$ cat config.mk
export PLATFORM = sky130hd
export DESIGN_NAME = fcat_back
export DESIGN_NICKNAME = d
export VERILOG_FILES = /design/src/rtl/core/fcat_pkg.sv /design/src/rtl/core/fcat_back.sv
export SDC_FILE = /design/constraint.sdc
export NUM_CORES = 1
export LEC_CHECK = 0
export ABC_AREA = 1
export BUFFER_PORTS_ARGS = -buffer_cell sky130_fd_sc_hd__buf_2
export CORE_MARGIN = 2
export CORE_UTILIZATION = 53
export CTS_BUF_LIST = sky130_fd_sc_hd__clkbuf_2 sky130_fd_sc_hd__clkbuf_4 sky130_fd_sc_hd__clkbuf_8
export CTS_CLUSTER_SIZE = 24
export DETAILED_ROUTE_END_ITERATION = 16
export PLACE_DENSITY_LB_ADDON = 0.1
export SLEW_MARGIN = 25
export SYNTH_ARGS = -nofsm -noshare
export SYNTH_HDL_FRONTEND = slang
export SYNTH_SLANG_ARGS = --single-unit
$ cat constraint.sdc
create_clock -name clk -period 6 [get_ports clk]
set_clock_uncertainty 0.05 [all_clocks]
set_input_delay 0.9 -clock clk [delete_from_list [all_inputs] [get_ports clk]]
set_output_delay 0.9 -clock clk [all_outputs]
set_load 0.005 [all_outputs]
$ cat src/rtl/core/fcat_pkg.sv
// ----------------------------------------------------------------------------
// fcat_pkg
// Shared types, constants and the arctangent table for the full-circle
// arctangent pipeline.
// ----------------------------------------------------------------------------
package fcat_pkg;

  localparam int ITERATIONS = 16;
  localparam int TABLE_LEN  = 24;
  localparam int N_CELLS    = (ITERATIONS < TABLE_LEN) ? ITERATIONS : TABLE_LEN;
  localparam int IW         = $clog2(TABLE_LEN);

  localparam int IN_W  = 16;
  localparam int MAG_W = IN_W + 1;
  localparam int FRAC  = 16;
  localparam int XW    = MAG_W + FRAC + 2;
  localparam int ZW    = 19;
  localparam int ANG_W = 16;

  localparam logic [ANG_W-1:0] ANG_HALF_PI       = 16'd12868;
  localparam logic [ANG_W-1:0] ANG_PI            = 16'd25736;
  localparam logic [ANG_W-1:0] ANG_THREE_HALF_PI = 16'd38604;
  localparam logic [ANG_W:0]   ANG_TWO_PI        = 17'd51472;
  localparam logic signed [ZW-1:0] ACC_HALF_PI   = 19'sd102944;

  typedef enum logic [2:0] {
    CLS_ZERO,
    CLS_HALF_PI,
    CLS_PI,
    CLS_THREE_HALF_PI,
    CLS_Q1,
    CLS_Q2,
    CLS_Q3,
    CLS_Q4
  } cls_t;

  typedef struct packed {
    logic                 vld;
    cls_t                 cls;
    logic signed [XW-1:0] x;
    logic signed [XW-1:0] y;
    logic signed [ZW-1:0] z;
  } cell_t;

  // atan(2^-i) * 65536, rounded
  function automatic logic signed [ZW-1:0] atan_step(input logic [IW-1:0] i);
    logic signed [ZW-1:0] r;
    case (i)
      5'd0:    r = 19'sd51472;
      5'd1:    r = 19'sd30386;
      5'd2:    r = 19'sd16055;
      5'd3:    r = 19'sd8150;
      5'd4:    r = 19'sd4091;
      5'd5:    r = 19'sd2047;
      5'd6:    r = 19'sd1024;
      5'd7:    r = 19'sd512;
      5'd8:    r = 19'sd256;
      5'd9:    r = 19'sd128;
      5'd10:   r = 19'sd64;
      5'd11:   r = 19'sd32;
      5'd12:   r = 19'sd16;
      5'd13:   r = 19'sd8;
      5'd14:   r = 19'sd4;
      5'd15:   r = 19'sd2;
      5'd16:   r = 19'sd1;
      default: r = '0;
    endcase
    return r;
  endfunction

endpackage

$ cat src/rtl/core/fcat_back.sv
// ----------------------------------------------------------------------------
// fcat_back
// Clamps and rounds the accumulated angle to Q3.13 and restores the
// quadrant; registers the result and its strobe.
// ----------------------------------------------------------------------------
module fcat_back
  import fcat_pkg::*;
(
  input  logic             clk,
  input  logic             rst,
  input  cell_t            din,
  output logic             done,
  output logic [ANG_W-1:0] angle
);

  logic [ZW-2:0]    zc;
  logic [ZW-1:0]    zr;
  logic [ANG_W-1:0] t;
  logic [ANG_W:0]   a;
  logic [ANG_W-1:0] angle_next;

  always_comb begin
    if (din.z[ZW-1]) begin
      zc = '0;
    end else if (din.z > ACC_HALF_PI) begin
      zc = (ZW-1)'(ACC_HALF_PI);
    end else begin
      zc = din.z[ZW-2:0];
    end
    zr = ZW'(zc) + ZW'(4);
    t  = ANG_W'(zr >> 3);
    if (t > ANG_HALF_PI) begin
      t = ANG_HALF_PI;
    end
    case (din.cls)
      CLS_ZERO:          a = '0;
      CLS_HALF_PI:       a = {1'b0, ANG_HALF_PI};
      CLS_PI:            a = {1'b0, ANG_PI};
      CLS_THREE_HALF_PI: a = {1'b0, ANG_THREE_HALF_PI};
      CLS_Q1:            a = {1'b0, t};
      CLS_Q2:            a = {1'b0, ANG_PI} - {1'b0, t};
      CLS_Q3:            a = {1'b0, ANG_PI} + {1'b0, t};
      default:           a = ANG_TWO_PI - {1'b0, t};
    endcase
    if (a >= ANG_TWO_PI) begin
      angle_next = ANG_W'(a - ANG_TWO_PI);
    end else begin
      angle_next = a[ANG_W-1:0];
    end
  end

  always_ff @(posedge clk) begin
    if (rst) begin
      done <= 1'b0;
    end else begin
      done <= din.vld;
    end
    angle <= angle_next;
  end

endmodule
==> impl_metrics.ini <==
[yosys]
synth_top_area_share_pct = 23.8
synth_edf_count = 0
synth-seq-cells = 17
syn_avg_cell_area_um2 = 5.36
synth-async-reset-ratio_pct = 0
yosys-top-cells-area = nand2_1 (24%), nand3_1 (11%), dfxtp_1 (11%), inv_1 (9.8%), nor2_1 (7.2%)
syn_nets = 693
ys.flop_type = dfxtp_1
ys_warn_count = 0
yosysTopAreaCell = nand2_1
netlist_instances = 585
yosysSeqAreaShare_pct = 10.9
yosysUniqueCellTypes = 43
syn_area_um2 = 3140

[final_layout]
n_antenna_cell = 0
drive_gt1_share_pct = 19.7
final.fill_count = 601
fin_cells = 703
fin_nets = 737
final_cell_area_um2 = 3510
area_growth_pct = 11.9

[route]
drt_iter0_drc = 182
drc = 0
routed-wl-met2_um = 3610
routed_via_density = 5.26
route.layer.met1.wl_um = 3980
dr.pass1.iters = 5
top_layer_used = met4
drt-total-wl_um = 8340
vias = 3699
wl_met3_um = 624
wl_per_cell_um = 11.9
antenna_left = 0

[power_and_ir_drop]
irDropWorstVdd_v = 0.000163
leakagePower_nw = 2.04
power_density_nw_per_um2 = 139

[critical_path]
worst-path-max-fanout = 11
crit_path_end_kind = register
crit_top_cell = nand2_1
cp.arrival_ns = 5.52
cpMaxStageDelayCell = ha_1
crit_path_start_kind = primary input
cp.required_ns = 6.09
critPathKind = in2reg
slowest_delay_ns = 0.34

[placement]
hpwlAfterDp_um = 7040
gp_congestion = 0.977
placed_area_um2 = 3410
portBuffers = 41
place_ws_ns = 0.000918
dp.cells = 698

[clock_tree]
root_buffer = clkbuf_8
hold_buffers = 0
cts_buffers = 3
htreeDepth = 1
cts.path.max_buffers = 2
clk_pin_slew_ns = 0.06
tritoncts = done
clock-sinks = 17

[sta]
tightest_slew_ns = 0.773
layout_setup_ws_ns = 0.575
slew_headroom_pct = 48.3
drv_slew = 0
timing.fmax_ghz = 0.184
finalCritPeriodShare_pct = 90.4
layout_min_cycle_time_ns = 5.43
finalSetupViolCount = 0
hold_viol_final = 0
whs_ns = 0.746
finalSetupTns_ns = 0

[floorplan]
die_w_um = 80.9
ios = 112
coreArea_um2 = 5820
die_h_um = 80.9
row_count = 28
floorplan.initialDensity_pct = 53.9
dieArea_um2 = 6550

[global_routing]
grt_pass1_vias = 3157
grt_usage_pct = 26.2
grt_antenna_before_repair = 0
overflow = 0
grt_pass1_wl_um = 14000
grt_max_degree = 25

[min_path]
min_path_type = in2reg
hold_depth = 2

[run]
cap_violations = 0

[run_status]
status = finished clean
==> cell type report <==
| cell class | instances | area [um^2] | area share (%) |
|---|---|---|---|
| Multi-Input combinational cell | 457 | 2380 | 67.7 |
| Inverter | 100 | 375 | 10.7 |
| Sequential cell | 17 | 340 | 9.70 |
| Timing Repair Buffer | 50 | 277 | 7.88 |
| Tap cell | 75 | 93.8 | 2.67 |
| Clock buffer | 3 | 41.3 | 1.18 |
| Clock inverter | 1 | 5.00 | 0.143 |
==> flip-flops by register name (all words and copies together), names as in the netlist <==
name and cells:
angle 16, done 1
==> what timing repair did <==
item                       in CTS  in global routing
gates resized for setup         0                 12
setup endpoints to repair       0                 11
buffers inserted                0                  1
==> report_power, final <==
| part | switching, mW | internal [mW] | total (mW) |
|---|---|---|---|
| combinational | 0.174 | 0.0953 | 0.269 |
| clock | 0.0372 | 0.0460 | 0.0832 |
| sequential | 0.00359 | 0.131 | 0.134 |
| total | 0.215 | 0.272 | 0.486 |
==> layer usage <==
| metal | GRT usage [%] | vias to the layer above |
|---|---|---|
| met3 | 1.78 | 15 |
| met5 | 0 | - |
| met1 | 37.0 | 1613 |
| met2 | 43.6 | 143 |
| met4 | 5.93 | 0 |
| li1 | - | 1928 |
==> per-stage QoR <==
stage,utilization (%),total power [mW]
after detailed placement,58.7,0.400
after global routing,60.3,0.532
after CTS,59.5,0.484
final,60.3,0.486
after floorplan,-,0.331
after global placement,58.7,0.395
==> critical path: cells and delay by family <==
| family | cells | cell delay (ns) |
|---|---|---|
| AOI/OAI and AO/OA | 5 | 0.83 |
| adders and majority gates | 3 | 0.69 |
| buffers and inverters | 6 | 0.57 |
| and+or+nand+nor | 22 | 2.50 |
==> synthesized netlist by cell type (10+ instances only) <==
master,instances
nand2_2,12
inv_2,17
ha_1,13
nor2_1,60
nand2_1,199
o21ai_0,10
nand4_1,18
a21oi_1,13
inv_1,82
dfxtp_1,17
nand3_1,69
==> cells by family (layout without fill, tap and decap cells) <==
| logic type | after synthesis | count (layout) | share of synthesized area, % |
|---|---|---|---|
| simple gates | 393 | 393 | 58.2 |
| buf+inv | 111 | 154 | 14.6 |
| compound gates | 40 | 40 | 7.98 |
| flops | 17 | 17 | 10.9 |
| fa+ha+maj | 13 | 13 | 5.19 |
| xor+xnor | 10 | 10 | 3.03 |
| other cells | 1 | 1 | 0.120 |
==> final timing paths <==
check	slack, ns	startpoint	endpoint
worst max-delay path	0.57	din[8]	angle[13]
worst min-delay path	0.75	rst	done
==> layout by cell type (no fill, tap or decap), drive strengths merged, types with 9 or more instances in the layout <==
cell,count
nand4,20
nor2,71
a21oi,16
nand3,76
buf,50
dfxtp,17
ha,13
xor2,9
o21ai,17
inv,99
nand2,216
Note: power is estimated with default switching activity, not from simulation.
