$ cat config.mk
export PLATFORM = sky130hd
export DESIGN_NAME = fcat_front
export DESIGN_NICKNAME = d
export VERILOG_FILES = /design/src/rtl/core/fcat_pkg.sv /design/src/rtl/core/fcat_front.sv
export SDC_FILE = /design/constraint.sdc
export NUM_CORES = 1
export LEC_CHECK = 0
export BUFFER_PORTS_ARGS = -buffer_cell sky130_fd_sc_hd__buf_2
export CAP_MARGIN = 20
export CORE_ASPECT_RATIO = 1.75
export CORE_MARGIN = 3
export CORE_UTILIZATION = 31
export CTS_CLUSTER_SIZE = 24
export DETAILED_ROUTE_END_ITERATION = 16
export PLACE_DENSITY = 0.67
export SLEW_MARGIN = 20
export SYNTH_ARGS = -nofsm -noshare
export SYNTH_HDL_FRONTEND = slang
export SYNTH_SLANG_ARGS = --single-unit
$ cat constraint.sdc
create_clock -name clk -period 1.8 [get_ports clk]
set_input_delay 0.09 -clock clk [delete_from_list [all_inputs] [get_ports clk]]
set_output_delay 0.09 -clock clk [all_outputs]
set_load 0.02 [all_outputs]
$ cat src/rtl/core/fcat_pkg.sv
// ----------------------------------------------------------------------------
// fcat_pkg
// Shared types, constants and the arctangent table for the full-circle
// arctangent pipeline.
// ----------------------------------------------------------------------------
package fcat_pkg;

  localparam int ITERATIONS = 16;
  localparam int TABLE_LEN  = 24;
  localparam int N_CELLS    = (ITERATIONS < TABLE_LEN) ? ITERATIONS : TABLE_LEN;
  localparam int IW         = $clog2(TABLE_LEN);

  localparam int IN_W  = 16;
  localparam int MAG_W = IN_W + 1;
  localparam int FRAC  = 16;
  localparam int XW    = MAG_W + FRAC + 2;
  localparam int ZW    = 19;
  localparam int ANG_W = 16;

  localparam logic [ANG_W-1:0] ANG_HALF_PI       = 16'd12868;
  localparam logic [ANG_W-1:0] ANG_PI            = 16'd25736;
  localparam logic [ANG_W-1:0] ANG_THREE_HALF_PI = 16'd38604;
  localparam logic [ANG_W:0]   ANG_TWO_PI        = 17'd51472;
  localparam logic signed [ZW-1:0] ACC_HALF_PI   = 19'sd102944;

  typedef enum logic [2:0] {
    CLS_ZERO,
    CLS_HALF_PI,
    CLS_PI,
    CLS_THREE_HALF_PI,
    CLS_Q1,
    CLS_Q2,
    CLS_Q3,
    CLS_Q4
  } cls_t;

  typedef struct packed {
    logic                 vld;
    cls_t                 cls;
    logic signed [XW-1:0] x;
    logic signed [XW-1:0] y;
    logic signed [ZW-1:0] z;
  } cell_t;

  // atan(2^-i) * 65536, rounded
  function automatic logic signed [ZW-1:0] atan_step(input logic [IW-1:0] i);
    logic signed [ZW-1:0] r;
    case (i)
      5'd0:    r = 19'sd51472;
      5'd1:    r = 19'sd30386;
      5'd2:    r = 19'sd16055;
      5'd3:    r = 19'sd8150;
      5'd4:    r = 19'sd4091;
      5'd5:    r = 19'sd2047;
      5'd6:    r = 19'sd1024;
      5'd7:    r = 19'sd512;
      5'd8:    r = 19'sd256;
      5'd9:    r = 19'sd128;
      5'd10:   r = 19'sd64;
      5'd11:   r = 19'sd32;
      5'd12:   r = 19'sd16;
      5'd13:   r = 19'sd8;
      5'd14:   r = 19'sd4;
      5'd15:   r = 19'sd2;
      5'd16:   r = 19'sd1;
      default: r = '0;
    endcase
    return r;
  endfunction

endpackage

$ cat src/rtl/core/fcat_front.sv
// ----------------------------------------------------------------------------
// fcat_front
// Classifies the request by axis/quadrant and folds it into the first
// quadrant as scaled magnitudes.
// ----------------------------------------------------------------------------
module fcat_front
  import fcat_pkg::*;
(
  input  logic                   clk,
  input  logic                   rst,
  input  logic                   start,
  input  logic signed [IN_W-1:0] vert,
  input  logic signed [IN_W-1:0] horiz,
  output cell_t                  dout
);

  logic [MAG_W-1:0] vmag;
  logic [MAG_W-1:0] hmag;
  cls_t             cls_next;

  always_comb begin
    vmag = vert[IN_W-1]  ? MAG_W'(-{vert[IN_W-1], vert})   : MAG_W'({vert[IN_W-1], vert});
    hmag = horiz[IN_W-1] ? MAG_W'(-{horiz[IN_W-1], horiz}) : MAG_W'({horiz[IN_W-1], horiz});
    if (vert == '0 && horiz == '0) begin
      cls_next = CLS_ZERO;
    end else if (vert == '0 && !horiz[IN_W-1]) begin
      cls_next = CLS_ZERO;
    end else if (horiz == '0 && !vert[IN_W-1]) begin
      cls_next = CLS_HALF_PI;
    end else if (vert == '0) begin
      cls_next = CLS_PI;
    end else if (horiz == '0) begin
      cls_next = CLS_THREE_HALF_PI;
    end else if (!vert[IN_W-1] && !horiz[IN_W-1]) begin
      cls_next = CLS_Q1;
    end else if (!vert[IN_W-1]) begin
      cls_next = CLS_Q2;
    end else if (horiz[IN_W-1]) begin
      cls_next = CLS_Q3;
    end else begin
      cls_next = CLS_Q4;
    end
  end

  always_ff @(posedge clk) begin
    if (rst) begin
      dout.vld <= 1'b0;
    end else begin
      dout.vld <= start;
    end
    dout.cls <= cls_next;
    dout.x   <= {2'b00, hmag, {FRAC{1'b0}}};
    dout.y   <= {2'b00, vmag, {FRAC{1'b0}}};
    dout.z   <= '0;
  end

endmodule

==> results of run 1 <==
-- power by group --
part | internal (µW) | total, µW | switching (µW)
clock | 415 | 700 | 285
combinational | 159 | 484 | 326
sequential | 919 | 936 | 17.0
total | 1490 | 2120 | 628
-- worst max path at each step --
stage | to | slack, ps | startpoint | cells after the start
after floorplan | dout[91]$_SDFF_PP0_ | -60 | horiz[7] | 4
after global placement | dout[91]$_SDFF_PP0_ | -180 | horiz[7] | 5
after detailed placement | dout[91]$_SDFF_PP0_ | -180 | horiz[7] | 5
after CTS | dout[91]$_SDFF_PP0_ | 60 | vert[10] | 7
after global routing | dout[89]$_SDFF_PP0_ | 10 | vert[10] | 7
final | dout[91]$_SDFF_PP0_ | 90 | vert[10] | 7
-- what timing repair did --
item	in CTS	in global routing
endpoints found under the setup margin	0	4
resized for setup	0	2
hold buffers	5	0
hold endpoints to repair	5	0
-- cell type report --
| class | count | area, µm² |
|---|---|---|
| fill | 603 | 3300 |
| multi-input combinational | 145 | 852 |
| tap | 76 | 95.1 |
| inverter | 7 | 26.3 |
| timing repair buffer | 93 | 531 |
| sequential | 38 | 761 |
| clock inverter | 1 | 30.0 |
| clock buffer | 7 | 76.3 |
-- per-layer routing --
| layer | GRT usage | wire [µm] | vias up |
|---|---|---|---|
| li1 | - | - | 720 |
| met1 | 0.0915 | 1170 | 653 |
| met2 | 0.220 | 2140 | 90 |
| met3 | 0.0333 | 447 | 6 |
| met4 | 0.0499 | 68 | 0 |
| met5 | 0 | 0 | - |
-- critical path, cell delays in order --
cell           delay, ps
dlygate4sd3_1        530
buf_2                130
or4_1                580
nor4_2               170
buf_4                160
and3_1               170
nor2b_1               50
-- cell families (layout without fill, tap and decap cells) --
group / count (synthesis) / after routing / share of synthesized area
buf+inv: 66 / 108 / 0.247
simple gates: 35 / 35 / 0.109
other cells: 1 / 57 / 0.00204
xor+xnor: 26 / 26 / 0.124
flops: 38 / 38 / 0.413
compound gates: 24 / 24 / 0.0843
fa+ha+maj: 3 / 3 / 0.0204
-- metrics by stage --
stage,utilization,TNS (ps),area [µm²],power (µW)
3_5_place_dp,0.388,-964,2200,1430
5_1_grt,0.418,0,2370,2220
3_3_place_gp,0.388,-827,2200,1420
6_report,0.418,0,2370,2120
4_1_cts,0.415,0,2360,2150
2_1_floorplan,-,-117,2050,1350
-- synth_stat cells --
cell type and count:
or3b_2 1, dfxtp_1 38, clkbuf_1 4, a31oi_1 2, or4_1 4, nor3_1 2, a21oi_1 1, or4_4 3
nand3_1 2, o31ai_1 7, o41ai_1 4, nor2_1 3, buf_4 55, and3_1 2, or3_1 1, conb_1 1
nand2b_1 2, nand2_1 11, o21ai_0 10, nor2b_1 2, ha_1 3, inv_1 7, nor4_1 2, xnor2_1 26
==> out/metrics.csv, run 1 <==
metric;value;unit
status;finished, final reports clean;
cell taking the most area after synthesis;dfxtp_1;
layout cell share with drive strength beyond 1;0.344;
Vert. Die Dim;108;µm
max reg flops;38;
WP data arrival;1890;ps
Hold Crit Depth;2;
Die Area;6930;µm²
Final min period;1710;ps
pre-CTS WS;-185;ps
hpwl dp;3.15;mm
synthesized area;1840;µm²
Synth top area share;0.413;
register area share after synthesis;0.413;
CP Launch Type;input port;
most frequent cells in the layout;buf_2 (72), conb_1 (57), dfxtp_1 (38), xnor2_1 (26), buf_4 (16);
Syn-to-layout area delta;28.8;%
DIE WIDTH;64.2;µm
Setup Crit Path Kind;in2reg;
WHS;14.4;ps
maxcap violations;0;
Mapped Avg Cell Area;9.54;µm²
CP required;1980;ps
Total Wirelength;3.82;mm
fmax;585;MHz
post-route insts no fill;367;
drt pass-1 iters;4;
Initial Util;0.324;
final setup vio count;0;
CTS H-tree lvls;2;
core area;5680;µm²
number of DRC markers in iteration 0;54;
gr usage total;0.109;
Syn Inst Count;193;
gpl congestion;0.746;
post-route antenna net violation count;0;
# IOs;128;
register bit total from synthesis;38;
CTS tree;yes;
clk sinks;38;
Vias;1469;
port bufs;72;
period utilization;0.950;
drc violations;0;
Hold Crit Class;in2reg;
Nets;328;
origin of the worst min-delay path;vert[4];
worst-path fanout max;3;
antenna cells;0;
Netlist cell types;24;
max-slew violations;0;
VDD IR max;0.000285;V
initial antenna violation count;0;
Cell Rows;36;
PD cells;894;nW/µm²
RSZ-0062 raised after global routing;no;
Worst Slack Setup Final;90.9;ps
first-pass GRT wire length;5.80;mm
Reg clk slew, reported paths;70;ps
vias per cell;4.00;
Synth area leaders;dfxtp_1 (41%), buf_4 (22%), xnor2_1 (12%);
Leakage Power;0.00116;µW
total CTS buffers;5;
CTS root buf;clkbuf_8;
via count of the first global-routing pass;1357;
routed len/inst;10.4;µm
Fin. Hold Viols;0;
Largest Register;dout;
biggest regs;dout: 38 flops;
WHS Endpoint;dout[39]$_DFF_P_;
Critical Path End Type;flip-flop;
Post-Place Cells;354;
leading cell type in the layout, fill and taps excluded;buf_2;
largest net degree at the start of global routing;20;
GR Overflow Total;0;
yosys warns;0;
Post-CTS Setup Repair Bufs;0;
clk buf depth;2;
Power figures use the tool's default switching activity.
==> run 2, diff against run 1 <==
Settings changed: GPL_TIMING_DRIVEN set to 0.
==> run 2 against run 1 <==
Compared with the run above: combinational power is 18% higher; count of clock-buffer cells in the layout down 2; core utilization increased by 5.9 points; largest power group unchanged; cell area increased by 14%; hold slack worse by 13 ps; worst setup slack got worse by 43 ps; routed wire length up 7.8%; maximum frequency fell by 2.4%; sequential power is essentially flat; die area stayed put.
==> out/metrics.csv, run 2 (synthesis results as in run 1) <==
metric;value;unit;change
status;finished, final reports clean;;
Slew Limit Headroom;0.665;;
drc violations;0;;unchanged
VDD IR max;0.000324;V;+14%
Vert. Die Dim;108;µm;unchanged
Leakage Power;0.00140;µW;+21%
biggest regs;dout: 38 flops;;
CTS H-tree lvls;2;;unchanged
max-slew violations;0;;unchanged
Reg clk slew, reported paths;80;ps;about the same
antenna cells;0;;unchanged
drt pass-1 iters;4;;unchanged
Design Power;2220;µW;+4.5%
routed len/inst;10.0;µm;-3.7%
Nets;372;;+13%
number of DRC markers in iteration 0;94;;+74%
Worst-Margin Slew;498;ps;
gr usage total;0.121;;+0.0125
port bufs;70;;-2.8%
period utilization;0.973;;+0.0238
PD cells;818;nW/µm²;-8.5%
largest net degree at the start of global routing;13;;-35%
Syn-to-layout area delta;47.1;%;
Die Area;6930;µm²;unchanged
maxcap violations;0;;unchanged
Critical Path End Type;flip-flop;;
Detail Route met3 WL;426;µm;-4.7%
Worst path top cell family by delay;simple AND/OR/NAND/NOR gates;;
worst-path fanout max;3;;unchanged
post-route insts no fill;411;;+12%
CTS tree;yes;;
via count of the first global-routing pass;1585;;+17%
max reg flops;38;;unchanged
CP Launch Type;input port;;
vias per cell;3.86;;-3.7%
leading cell type in the layout, fill and taps excluded;buf_2;;
uppermost layer routed;met4;;
Total Wirelength;4.12;mm;+7.8%
Final min period;1750;ps;+42.8 ps
clk sinks;38;;unchanged
placed instance area;2500;µm²;+14%
most frequent cells in the layout;buf_2 (68), buf_4 (58), conb_1 (57), dfxtp_1 (38), xnor2_1 (26);;
critical-path cell list;buf_6 > inv_4 > ha_4 > or3b_4 > or4_4 > or4_4 > a31oi_1;;
finished layout cell area;2710;µm²;+14%
layout cell share with drive strength beyond 1;0.427;;+0.0832
first-pass GRT wire length;6.56;mm;+13%
CTS root buf;clkbuf_8;;
post-route antenna net violation count;0;;unchanged
slowest stage delay, CP;560;ps;-20 ps
initial antenna violation count;0;;unchanged
Initial Util;0.324;;unchanged
gpl congestion;0.745;;-0.17%
Vias;1585;;+7.9%
CP bufs+invs;2;;-1
Critical-path top delay cell;or4_4;;
fmax;571;MHz;-2.4%
Post-Place Cells;395;;+12%
RSZ-0062 raised after global routing;no;;
GR Overflow Total;0;;unchanged
total negative setup slack;0;ps;unchanged
Largest Register;dout;;
DIE WIDTH;64.2;µm;unchanged
Routed met1 length;1.38;mm;+18%
final core occ;0.477;;+0.0593
CP required;2030;ps;+50 ps
final setup vio count;0;;unchanged
hpwl dp;3.44;mm;+9.4%
Setup Crit Path Kind;in2reg;;
Cell Rows;36;;unchanged
total CTS buffers;5;;unchanged
Fin. Hold Viols;0;;unchanged
most used cell, CP;or4_4;;
# IOs;128;;unchanged
Hold Crit Class;in2reg;;
core area;5680;µm²;unchanged
clk buf depth;2;;unchanged
WP data arrival;1980;ps;+90 ps
met2 wire length;2.23;mm;+4.3%
[run 2: changes by cell type in the layout (fill, tap and decap cells not counted), moves of 2 or more]
cell | before | now
inv_1 | 7 | 5
clkbuf_1 | 2 | 4
buf_6 | 0 | 2
buf_4 | 16 | 58
buf_2 | 72 | 68
clkinv_2 | 0 | 2
[run 2: layout make-up]
class | count | area [µm²]
multi-input combinational | 145 | 851
timing repair buffer | 78 | 435
tap | 76 | 95.1
buffer | 59 | 428
inverter | 7 | 28.8
clock buffer | 5 | 68.8
sequential | 38 | 761
clock inverter | 3 | 40.0
fill | 567 | 2970
[run 2: final timing paths]
| path | start | to | cells after the start | slack, ps |
|---|---|---|---|---|
| max | horiz[1] | dout[90]$_SDFF_PP0_ | 7 | 50 |
| min | vert[14] | dout[49]$_DFF_P_ | 2 | 1 |
[run 2: metrics by stage]
stage          hold slack (ps)  setup WS (ps)
2_1_floorplan              118          -61.2
4_1_cts                   1.29           37.9
3_3_place_gp               239           -259
5_1_grt                   2.94           4.10
6_report                  1.41           48.1
3_5_place_dp               235           -275
[run 2: what timing repair did]
item                                   in CTS  in global routing
resized for setup                           0                  9
hold buffers                                4                  1
setup buffers                               0                  3
setup endpoints to repair                   0                  2
endpoints found under the hold margin       4                  1
[run 2: metal layers]
layer  up-vias  track usage
met3         7       0.0395
met4         0       0.0560
met1       673        0.110
met2        93        0.235
li1        812            -
met5         -            0
[run 2: report_power, final]
| group | switching [µW] | leakage (µW) | internal, µW |
|---|---|---|---|
| registers | 15.6 | 0.000319 | 919 |
| logic | 340 | 0.00102 | 231 |
| clock network | 303 | 0.0000579 | 408 |
| total | 659 | 0.00140 | 1560 |
