<file path="src/rtl/core/fcat_pkg.sv">
// ----------------------------------------------------------------------------
// fcat_pkg
// Shared types, constants and the arctangent table for the full-circle
// arctangent pipeline.
// ----------------------------------------------------------------------------
package fcat_pkg;

  localparam int ITERATIONS = 16;
  localparam int TABLE_LEN  = 24;
  localparam int N_CELLS    = (ITERATIONS < TABLE_LEN) ? ITERATIONS : TABLE_LEN;
  localparam int IW         = $clog2(TABLE_LEN);

  localparam int IN_W  = 16;
  localparam int MAG_W = IN_W + 1;
  localparam int FRAC  = 16;
  localparam int XW    = MAG_W + FRAC + 2;
  localparam int ZW    = 19;
  localparam int ANG_W = 16;

  localparam logic [ANG_W-1:0] ANG_HALF_PI       = 16'd12868;
  localparam logic [ANG_W-1:0] ANG_PI            = 16'd25736;
  localparam logic [ANG_W-1:0] ANG_THREE_HALF_PI = 16'd38604;
  localparam logic [ANG_W:0]   ANG_TWO_PI        = 17'd51472;
  localparam logic signed [ZW-1:0] ACC_HALF_PI   = 19'sd102944;

  typedef enum logic [2:0] {
    CLS_ZERO,
    CLS_HALF_PI,
    CLS_PI,
    CLS_THREE_HALF_PI,
    CLS_Q1,
    CLS_Q2,
    CLS_Q3,
    CLS_Q4
  } cls_t;

  typedef struct packed {
    logic                 vld;
    cls_t                 cls;
    logic signed [XW-1:0] x;
    logic signed [XW-1:0] y;
    logic signed [ZW-1:0] z;
  } cell_t;

  // atan(2^-i) * 65536, rounded
  function automatic logic signed [ZW-1:0] atan_step(input logic [IW-1:0] i);
    logic signed [ZW-1:0] r;
    case (i)
      5'd0:    r = 19'sd51472;
      5'd1:    r = 19'sd30386;
      5'd2:    r = 19'sd16055;
      5'd3:    r = 19'sd8150;
      5'd4:    r = 19'sd4091;
      5'd5:    r = 19'sd2047;
      5'd6:    r = 19'sd1024;
      5'd7:    r = 19'sd512;
      5'd8:    r = 19'sd256;
      5'd9:    r = 19'sd128;
      5'd10:   r = 19'sd64;
      5'd11:   r = 19'sd32;
      5'd12:   r = 19'sd16;
      5'd13:   r = 19'sd8;
      5'd14:   r = 19'sd4;
      5'd15:   r = 19'sd2;
      5'd16:   r = 19'sd1;
      default: r = '0;
    endcase
    return r;
  endfunction

endpackage

</file>
<file path="src/rtl/core/fcat_cell.sv">
// ----------------------------------------------------------------------------
// fcat_cell
// One CORDIC vectoring rotation with its pipeline register.
// ----------------------------------------------------------------------------
module fcat_cell
  import fcat_pkg::*;
(
  input  logic          clk,
  input  logic          rst,
  input  logic [IW-1:0] idx,
  input  cell_t         din,
  output cell_t         dout
);

  logic signed [XW-1:0] xs;
  logic signed [XW-1:0] ys;

  assign xs = din.x >>> idx;
  assign ys = din.y >>> idx;

  always_ff @(posedge clk) begin
    if (rst) begin
      dout.vld <= 1'b0;
    end else begin
      dout.vld <= din.vld;
    end
    dout.cls <= din.cls;
    if (!din.y[XW-1]) begin
      dout.x <= din.x + ys;
      dout.y <= din.y - xs;
      dout.z <= din.z + atan_step(idx);
    end else begin
      dout.x <= din.x - ys;
      dout.y <= din.y + xs;
      dout.z <= din.z - atan_step(idx);
    end
  end

endmodule

</file>
<file path="config.mk">
export PLATFORM = sky130hd
export DESIGN_NAME = fcat_cell
export DESIGN_NICKNAME = d
export VERILOG_FILES = /design/src/rtl/core/fcat_pkg.sv /design/src/rtl/core/fcat_cell.sv
export SDC_FILE = /design/constraint.sdc
export NUM_CORES = 1
export LEC_CHECK = 0
export BUFFER_PORTS_ARGS = -buffer_cell sky130_fd_sc_hd__buf_2
export CORE_MARGIN = 2
export CORE_UTILIZATION = 35
export DETAILED_ROUTE_END_ITERATION = 16
export GPL_ROUTABILITY_DRIVEN = 0
export GPL_TIMING_DRIVEN = 0
export PLACE_DENSITY_LB_ADDON = 0.1
export RECOVER_POWER = 25
export SYNTH_ARGS = -nofsm -noshare
export SYNTH_HDL_FRONTEND = slang
export SYNTH_SLANG_ARGS = --single-unit
</file>
<file path="constraint.sdc">
create_clock -name clk -period 6.2 [get_ports clk]
set_input_delay 0.31 -clock clk [delete_from_list [all_inputs] [get_ports clk]]
set_output_delay 0.31 -clock clk [all_outputs]
set_load 0.01 [all_outputs]
</file>
==> summary.txt, run 1 <==
Status
  – Run status: finished, final reports clean

Worst setup path
  – Crit path capture type: flop
  – Crit Path Class: in2reg
  – Startpoint class of the critical path: input port
  – Critical path data arrival time: 6360 ps
  – Critical Path Max Stage Delay: between 500 and 600 ps
  – Worst-path fanout max: 10
  – Crit path required time: 6480 ps
  – Crit-path slowest cell: mux4_2

Yosys
  – Ys async rst share: 0%
  – Number of synthesized register bits: slightly above 90
  – Yosys top cell area share: 13.6%
  – Count leader, synth: nor2_1
  – Synth area leader: mux4_2
  – Syn_nets: 1,820
  – Ys Warns: 0
  – Part of the Yosys area used for sequential elements: 13.5%
  – Synth cell count leaders: nor2_1 (155), a21oi_1 (132), nand2_1 (127), ha_1 (97), dfxtp_1 (93)
  – Cells after Synth: roughly 1,600
  – Mapped cell area: between 10,000 and 15,000 um^2
  – Avg Synthesized Cell Area: about 8.5 um^2
  – Area contributors post-synth: mux4_2 (14%), dfxtp_1 (14%), ha_1 (8.8%), xnor2_1 (5.7%), a21oi_1 (4.8%)
  – Cell variety after synth: 101
  – EDFF count, synth: 0
  – Synth Flop Type: dfxtp_1

Layout
  – Fillcell total: about 4,000
  – Final instance area: between 15,000 and 20,000 um^2
  – Max FFs per register: 93
  – Multi-input gate area: about 11,000 um^2
  – Diode count: 0
  – Nets: about 2,000
  – Share of the core filled with cells: a little over two fifths
  – Layout cells sized above 1: between 20% and 30%
  – Sequential cell area: approximately 1900 um^2
  – Top flop regs: dout x93
  – Reg with most FFs: dout
  – Area growth syn-to-layout: 17.5%

Clocking
  – Root buf cell: clkbuf_16
  – CTS sink cnt: 93
  – CTS Buffer Depth: 2
  – TritonCTS clock tree: done
  – Htree depth: 3
  – Clock transition at path regs: roughly 70 ps
  – Cts bufs inserted: 9

Floorplan
  – Area of the core: 38,700 um^2
  – Die height: between 200 and 250 um
  – Die X: around 200 um
  – Initial Util: roughly 36%
  – IO Count: 193
  – Row Count: 72
  – Die ar.: 41,000 um^2

Drt
  – 1st-iter DRT viols: about 1,800
  – Post-DR wirelength/cell: 26.1 um
  – Drt via density: 6.24
  – Vias: about 15,000
  – Final antenna-violating net count: 0
  – Pre-antenna DRT Iters: 7
  – DRC viols: 0
  – Routed WL: ~62 mm

Timing
  – Max-slew violation count: 0
  – Final Cycle Share: a little over nine tenths
  – Final hold viol count: 0
  – Post-layout min period: 6080 ps
  – Fmax: 164 MHz
  – Final setup vio count: 0
  – Worst slew margin: between 20% and 30%
  – Worst-margin pin slew: roughly 1100 ps

Power and ir drop
  – Total power density per cell area: between 200 and 250 nW/um^2
  – Leak: a little under 7 nW
  – Peak VDD IR: around 0.00013 V

Global routing
  – GRT Total Usage: between 20 and 30%
  – Total gr overflow: 0
  – First-pass GRT wire length: around 91 mm
  – Largest net degree at the start of global routing: 16
  – Number of global-route vias before repair: 14,300
  – Antenna violations before repair: 2

Placement
  – Post-DP HPWL: 47.6 mm
  – Placed inst area: 15,400 um^2
  – I/O Buffers: 190

Hold path
  – Hold Path Class: in2reg

Flow run
  – Max_cap viols: 0
==> power breakdown <==
| group | leakage (nW) | switching [mW] | internal, mW | total [mW] |
|---|---|---|---|---|
| Combinational | 5.76 | 1.33 | 0.933 | 2.27 |
| Clock | 0.186 | 0.263 | 0.457 | 0.720 |
| Sequential | 0.785 | 0.0570 | 0.848 | 0.905 |
==> per-stage QoR <==
stage | TNS [ps] | setup WS [ps] | hold slack (ps) | power, mW | cells
after CTS | 0 | 8.90 | 38.8 | 3.88 | 2349
after global routing | -130 | -51.6 | 39.3 | 4.16 | 2360
after global placement | -39930 | -2100 | 412 | 3.10 | 2328
after detailed placement | -40640 | -2030 | 414 | 3.10 | 2328
after floorplan | 0 | 369 | 338 | 2.38 | 1620
final | 0 | 120 | 55.8 | 3.89 | 2360
==> routing by layer <==
| metal | vias up | share of wire (%) | global-route usage [%] |
|---|---|---|---|
| met4 | 6 | 6.5 | 17.5 |
| met2 | 977 | 41 | 42.4 |
| li1 | 6548 | - | - |
| met1 | 6942 | 41 | 38.2 |
| met3 | 252 | 12 | 9.75 |
| met5 | - | 0.036 | 1.43 |
==> repair_timing <==
action,4_1_cts,5_1_grt
hold buffers,3,0
gates resized for setup,49,58
hold endpoints to repair,3,0
setup endpoints to repair,39,16
setup buffers,3,12
pin swaps,3,14
==> cells in the final DEF, fill, tap and decap left out, drive strengths merged, types with 6 or more instances in the layout <==
cell / netlist / routed
o31ai: 6 / 6
nand2b: 18 / 18
or2: 9 / 9
a31oi: 29 / 29
o21ai: 78 / 78
o211ai: 13 / 13
and3: 19 / 19
a21oi: 132 / 132
dfxtp: 93 / 93
a211oi: 10 / 10
inv: 39 / 40
o21bai: 8 / 8
nor4: 9 / 9
a211o: 7 / 7
nand4: 9 / 9
nor3: 35 / 35
a21o: 44 / 44
o22ai: 19 / 19
xor2: 49 / 49
nor3b: 8 / 8
nor2b: 23 / 23
nand3: 32 / 32
a31o: 8 / 8
xnor2: 90 / 90
nor2: 155 / 155
ha: 97 / 97
mux2: 46 / 46
clkbuf: 27 / 86
nand3b: 6 / 6
mux2i: 65 / 65
nand2: 127 / 127
mux4: 92 / 92
o21a: 19 / 19
a21boi: 7 / 7
buf: 68 / 222
and2: 20 / 20
or3: 8 / 8
==> critical path, delay by kind of cell <==
kind,cells,cell delay [ps]
muxes,4,1510
AOI/OAI and AO/OA,7,1490
and+or+nand+nor,8,1450
buffers and inverters,6,1240
adders and majority gates,1,320
==> layout make-up <==
type	instances	area share, %
Clock buffer	11	1.56
Inverter	39	0.920
Timing Repair Buffer	208	6.45
Clock inverter	5	0.796
Sequential cell	93	11.5
Buffer	93	4.31
Tap cell	518	4.00
Multi-Input combinational cell	1393	70.5
==> worst paths after layout <==
path                from  endpoint  slack, ps  cells after the start
setup / recovery  idx[0]  dout[83]        120                     26
hold / removal       rst  dout[92]         60                      2
==> kinds of logic (layout without fill, tap and decap cells) <==
| kind of cell | Yosys count | after routing | share of synthesized area (%) |
|---|---|---|---|
| compound gates | 454 | 454 | 21.8 |
| xor+xnor | 139 | 139 | 8.83 |
| fa+ha+maj | 100 | 100 | 9.24 |
| buf+inv | 134 | 356 | 5.16 |
| flops | 93 | 93 | 13.5 |
| mux | 203 | 203 | 23.8 |
| simple gates | 497 | 497 | 17.7 |
No activity file was read; power rests on OpenSTA's default activity.
==> inputs of run 2 (changes only) <==
--- a/config.mk
+++ b/config.mk
@@ -6,7 +6,7 @@
 export NUM_CORES = 1
 export LEC_CHECK = 0
 export BUFFER_PORTS_ARGS = -buffer_cell sky130_fd_sc_hd__buf_2
-export CORE_MARGIN = 2
+export CORE_MARGIN = 8
 export CORE_UTILIZATION = 35
 export DETAILED_ROUTE_END_ITERATION = 16
 export GPL_ROUTABILITY_DRIVEN = 0
==> run 2 against run 1 <==
Worst setup slack got worse by 41 ps. Critical path depth decreased by 3. Critical path type unchanged. Cell count about the same. Via count increased by 0.70%. Highest routed layer unchanged. Critical endpoint is now dout[53]. Global-route usage decreased by 3.4 points.
==> summary.txt, run 2 (synthesis results as in run 1) <==
Worst setup path
  – Critical path data arrival time: 6390 ps (+30 ps)
  – Startpoint class of the critical path: input port
  – Crit path capture type: flop
  – Crit path required time: 6460 ps (-20 ps)
  – Worst-path fanout max: 10 (unchanged)
  – Crit Path Class: in2reg

Layout
  – Reg with most FFs: dout
  – Most frequent cells in the layout: buf_2 (159), nor2_1 (153), a21oi_1 (130)
  – Nets: 2,035 (-0.098%)
  – Max FFs per register: 93 (unchanged)
  – Commonest non-fill, non-tap cell in the layout: buf_2
  – Final instance area: 16,100 um^2 (-0.42%)
  – Area growth syn-to-layout: 17.0%
  – Top flop regs: dout x93
  – Layout cells sized above 1: 24.3% (-0.30 points)
  – Post-Layout Cell Count: 2,359 (-0.042%)

Drt
  – DRC viols: 0 (unchanged)
  – Final antenna-violating net count: 0 (unchanged)
  – Pre-antenna DRT Iters: 6 (-1)
  – Post-DR wirelength/cell: 26.7 um (+2.3%)
  – Drt via density: 6.29 (+0.74%)
  – Routed WL: 62.9 mm (+2.2%)
  – Vias: 14,800 (+0.70%)
  – 1st-iter DRT viols: 1,941 (+7.8%)

Global routing
  – GRT met1 Usage: 33.8% (-4.5 points)
  – Largest net degree at the start of global routing: 16 (unchanged)
  – Top Usage Layer GRT: met2
  – Number of global-route vias before repair: 14,400 (+0.27%)
  – First-pass GRT wire length: 92.5 mm (+2.1%)
  – GRT Total Usage: 26.2% (-3.4 points)
  – Antenna violations before repair: 2 (unchanged)
  – Met3 Use GR: 8.08% (-1.7 points)
  – Total gr overflow: 0 (unchanged)
  – Met2 usage: 39.1% (-3.4 points)

Power and ir drop
  – Tot Pwr: 3.80 mW (-2.4%)
  – Leak: 6.70 nW (-0.46%)
  – Total power density per cell area: 236 nW/um^2 (-2.0%)
  – Peak VDD IR: 0.000141 V (+4.3%)

Clocking
  – TritonCTS clock tree: done
  – Htree depth: 3 (unchanged)
  – Cts bufs inserted: 9 (unchanged)
  – CTS sink cnt: 93 (unchanged)
  – Root buf cell: clkbuf_16
  – CTS Buffer Depth: 2 (unchanged)
  – Clock transition at path regs: 70 ps (about the same)

Flow run
  – Max_cap viols: 0 (unchanged)

Placement
  – I/O Buffers: 190 (unchanged)
  – Post-DP HPWL: 49.2 mm (+3.2%)
  – Placed Instances: 2,328 (unchanged)
  – Placed inst area: 15,400 um^2 (unchanged)

Timing
  – TNS Setup: 0 ps (unchanged)
  – Final setup vio count: 0 (unchanged)
  – Final Hold Slack: 20.0 ps (-35.8 ps)
  – Post-layout min period: 6120 ps (+40.9 ps)
  – Worst slew margin: 22.8% (-2.4 points)
  – Max-slew violation count: 0 (unchanged)
  – RSZ-0062 raised after global routing: no
  – Worst-margin pin slew: 1150 ps (+32.6 ps)
  – Final Cycle Share: 98.7% (+0.66 points)
  – Final hold viol count: 0 (unchanged)
  – Fmax: 163 MHz (-0.67%)

Floorplan
  – Die ar.: 46,000 um^2 (+12%)
  – Initial Util: 35.6% (unchanged)
  – Die height: 214 um (+5.9%)
  – Area of the core: 38,700 um^2 (unchanged)
  – Row Count: 72 (unchanged)
  – IO Count: 193 (unchanged)
  – Die X: 214 um (+5.9%)

Hold path
  – Hold Path Depth: 1 (-1)
  – Hold Path Class: in2reg

Status
  – Run status: finished, final reports clean
run 2: changes by cell type in the layout (fill, tap and decap cells not counted), sizes merged, moves of 2 or more:
cell	previous run	this run
bufinv	4	1
dlygate4sd3	3	0
clkinv	0	2
clkbuf	86	88
run 2: worst paths after layout:
path,from,end
setup / recovery,idx[3],dout[53]
hold / removal,din[90],dout[90]
run 2: area by class of cell:
| type | instances | area, um^2 |
|---|---|---|
| timing repair buffer | 207 | 1030 |
| tap | 518 | 648 |
| inverter | 39 | 149 |
| clock inverter | 4 | 55.1 |
| clock buffer | 12 | 267 |
| multi-input combinational | 1393 | 11400 |
| fill | 4124 | 22600 |
| sequential | 93 | 1860 |
| antenna | 1 | 2.50 |
| buffer | 92 | 739 |
run 2: critical path, cell delays in order:
cell and delay (ps):
buf_2 190, clkbuf_4 260, inv_1 170, buf_2 360, buf_4 300, nor2_1 100
a32oi_1 320, o211ai_1 270, or4b_4 620, nor4b_4 270, and4_4 310, and2_2 220
a21oi_1 90, xnor2_1 250, ha_2 310, nor2b_1 150, o41ai_2 470, o21ai_2 120
or4b_2 630, o221ai_2 200, o21ai_1 140, a31oi_1 190, xnor2_1 90
run 2: repair_timing:
| item | CTS | global route |
|---|---|---|
| endpoints found under the setup margin | 39 | 12 |
| gates cloned | 0 | 0 |
| hold buffers | 0 | 0 |
| buffers inserted | 4 | 13 |
| gates resized for setup | 53 | 56 |
| pin swaps | 3 | 19 |
run 2: metrics by stage:
| stage | util [%] | setup slack, ps |
|---|---|---|
| 2_1_floorplan | - | 369 |
| 3_3_place_gp | 39.7 | -2000 |
| 3_5_place_dp | 39.7 | -2010 |
| 4_1_cts | 41.0 | 0.589 |
| 5_1_grt | 41.6 | 12.6 |
| 6_report | 41.6 | 79.1 |
run 2: where the power goes:
group / internal, mW / switching, mW
registers: 0.848 / 0.0566
clock network: 0.347 / 0.269
logic: 0.932 / 1.35
run 2: routing by layer:
metal	wire length, um	vias up	share of wire, %
met1	25600	7081	41
li1	-	6573	-
met3	7030	192	11
met2	26800	978	43
met4	3440	4	5.5
met5	34	-	0.054
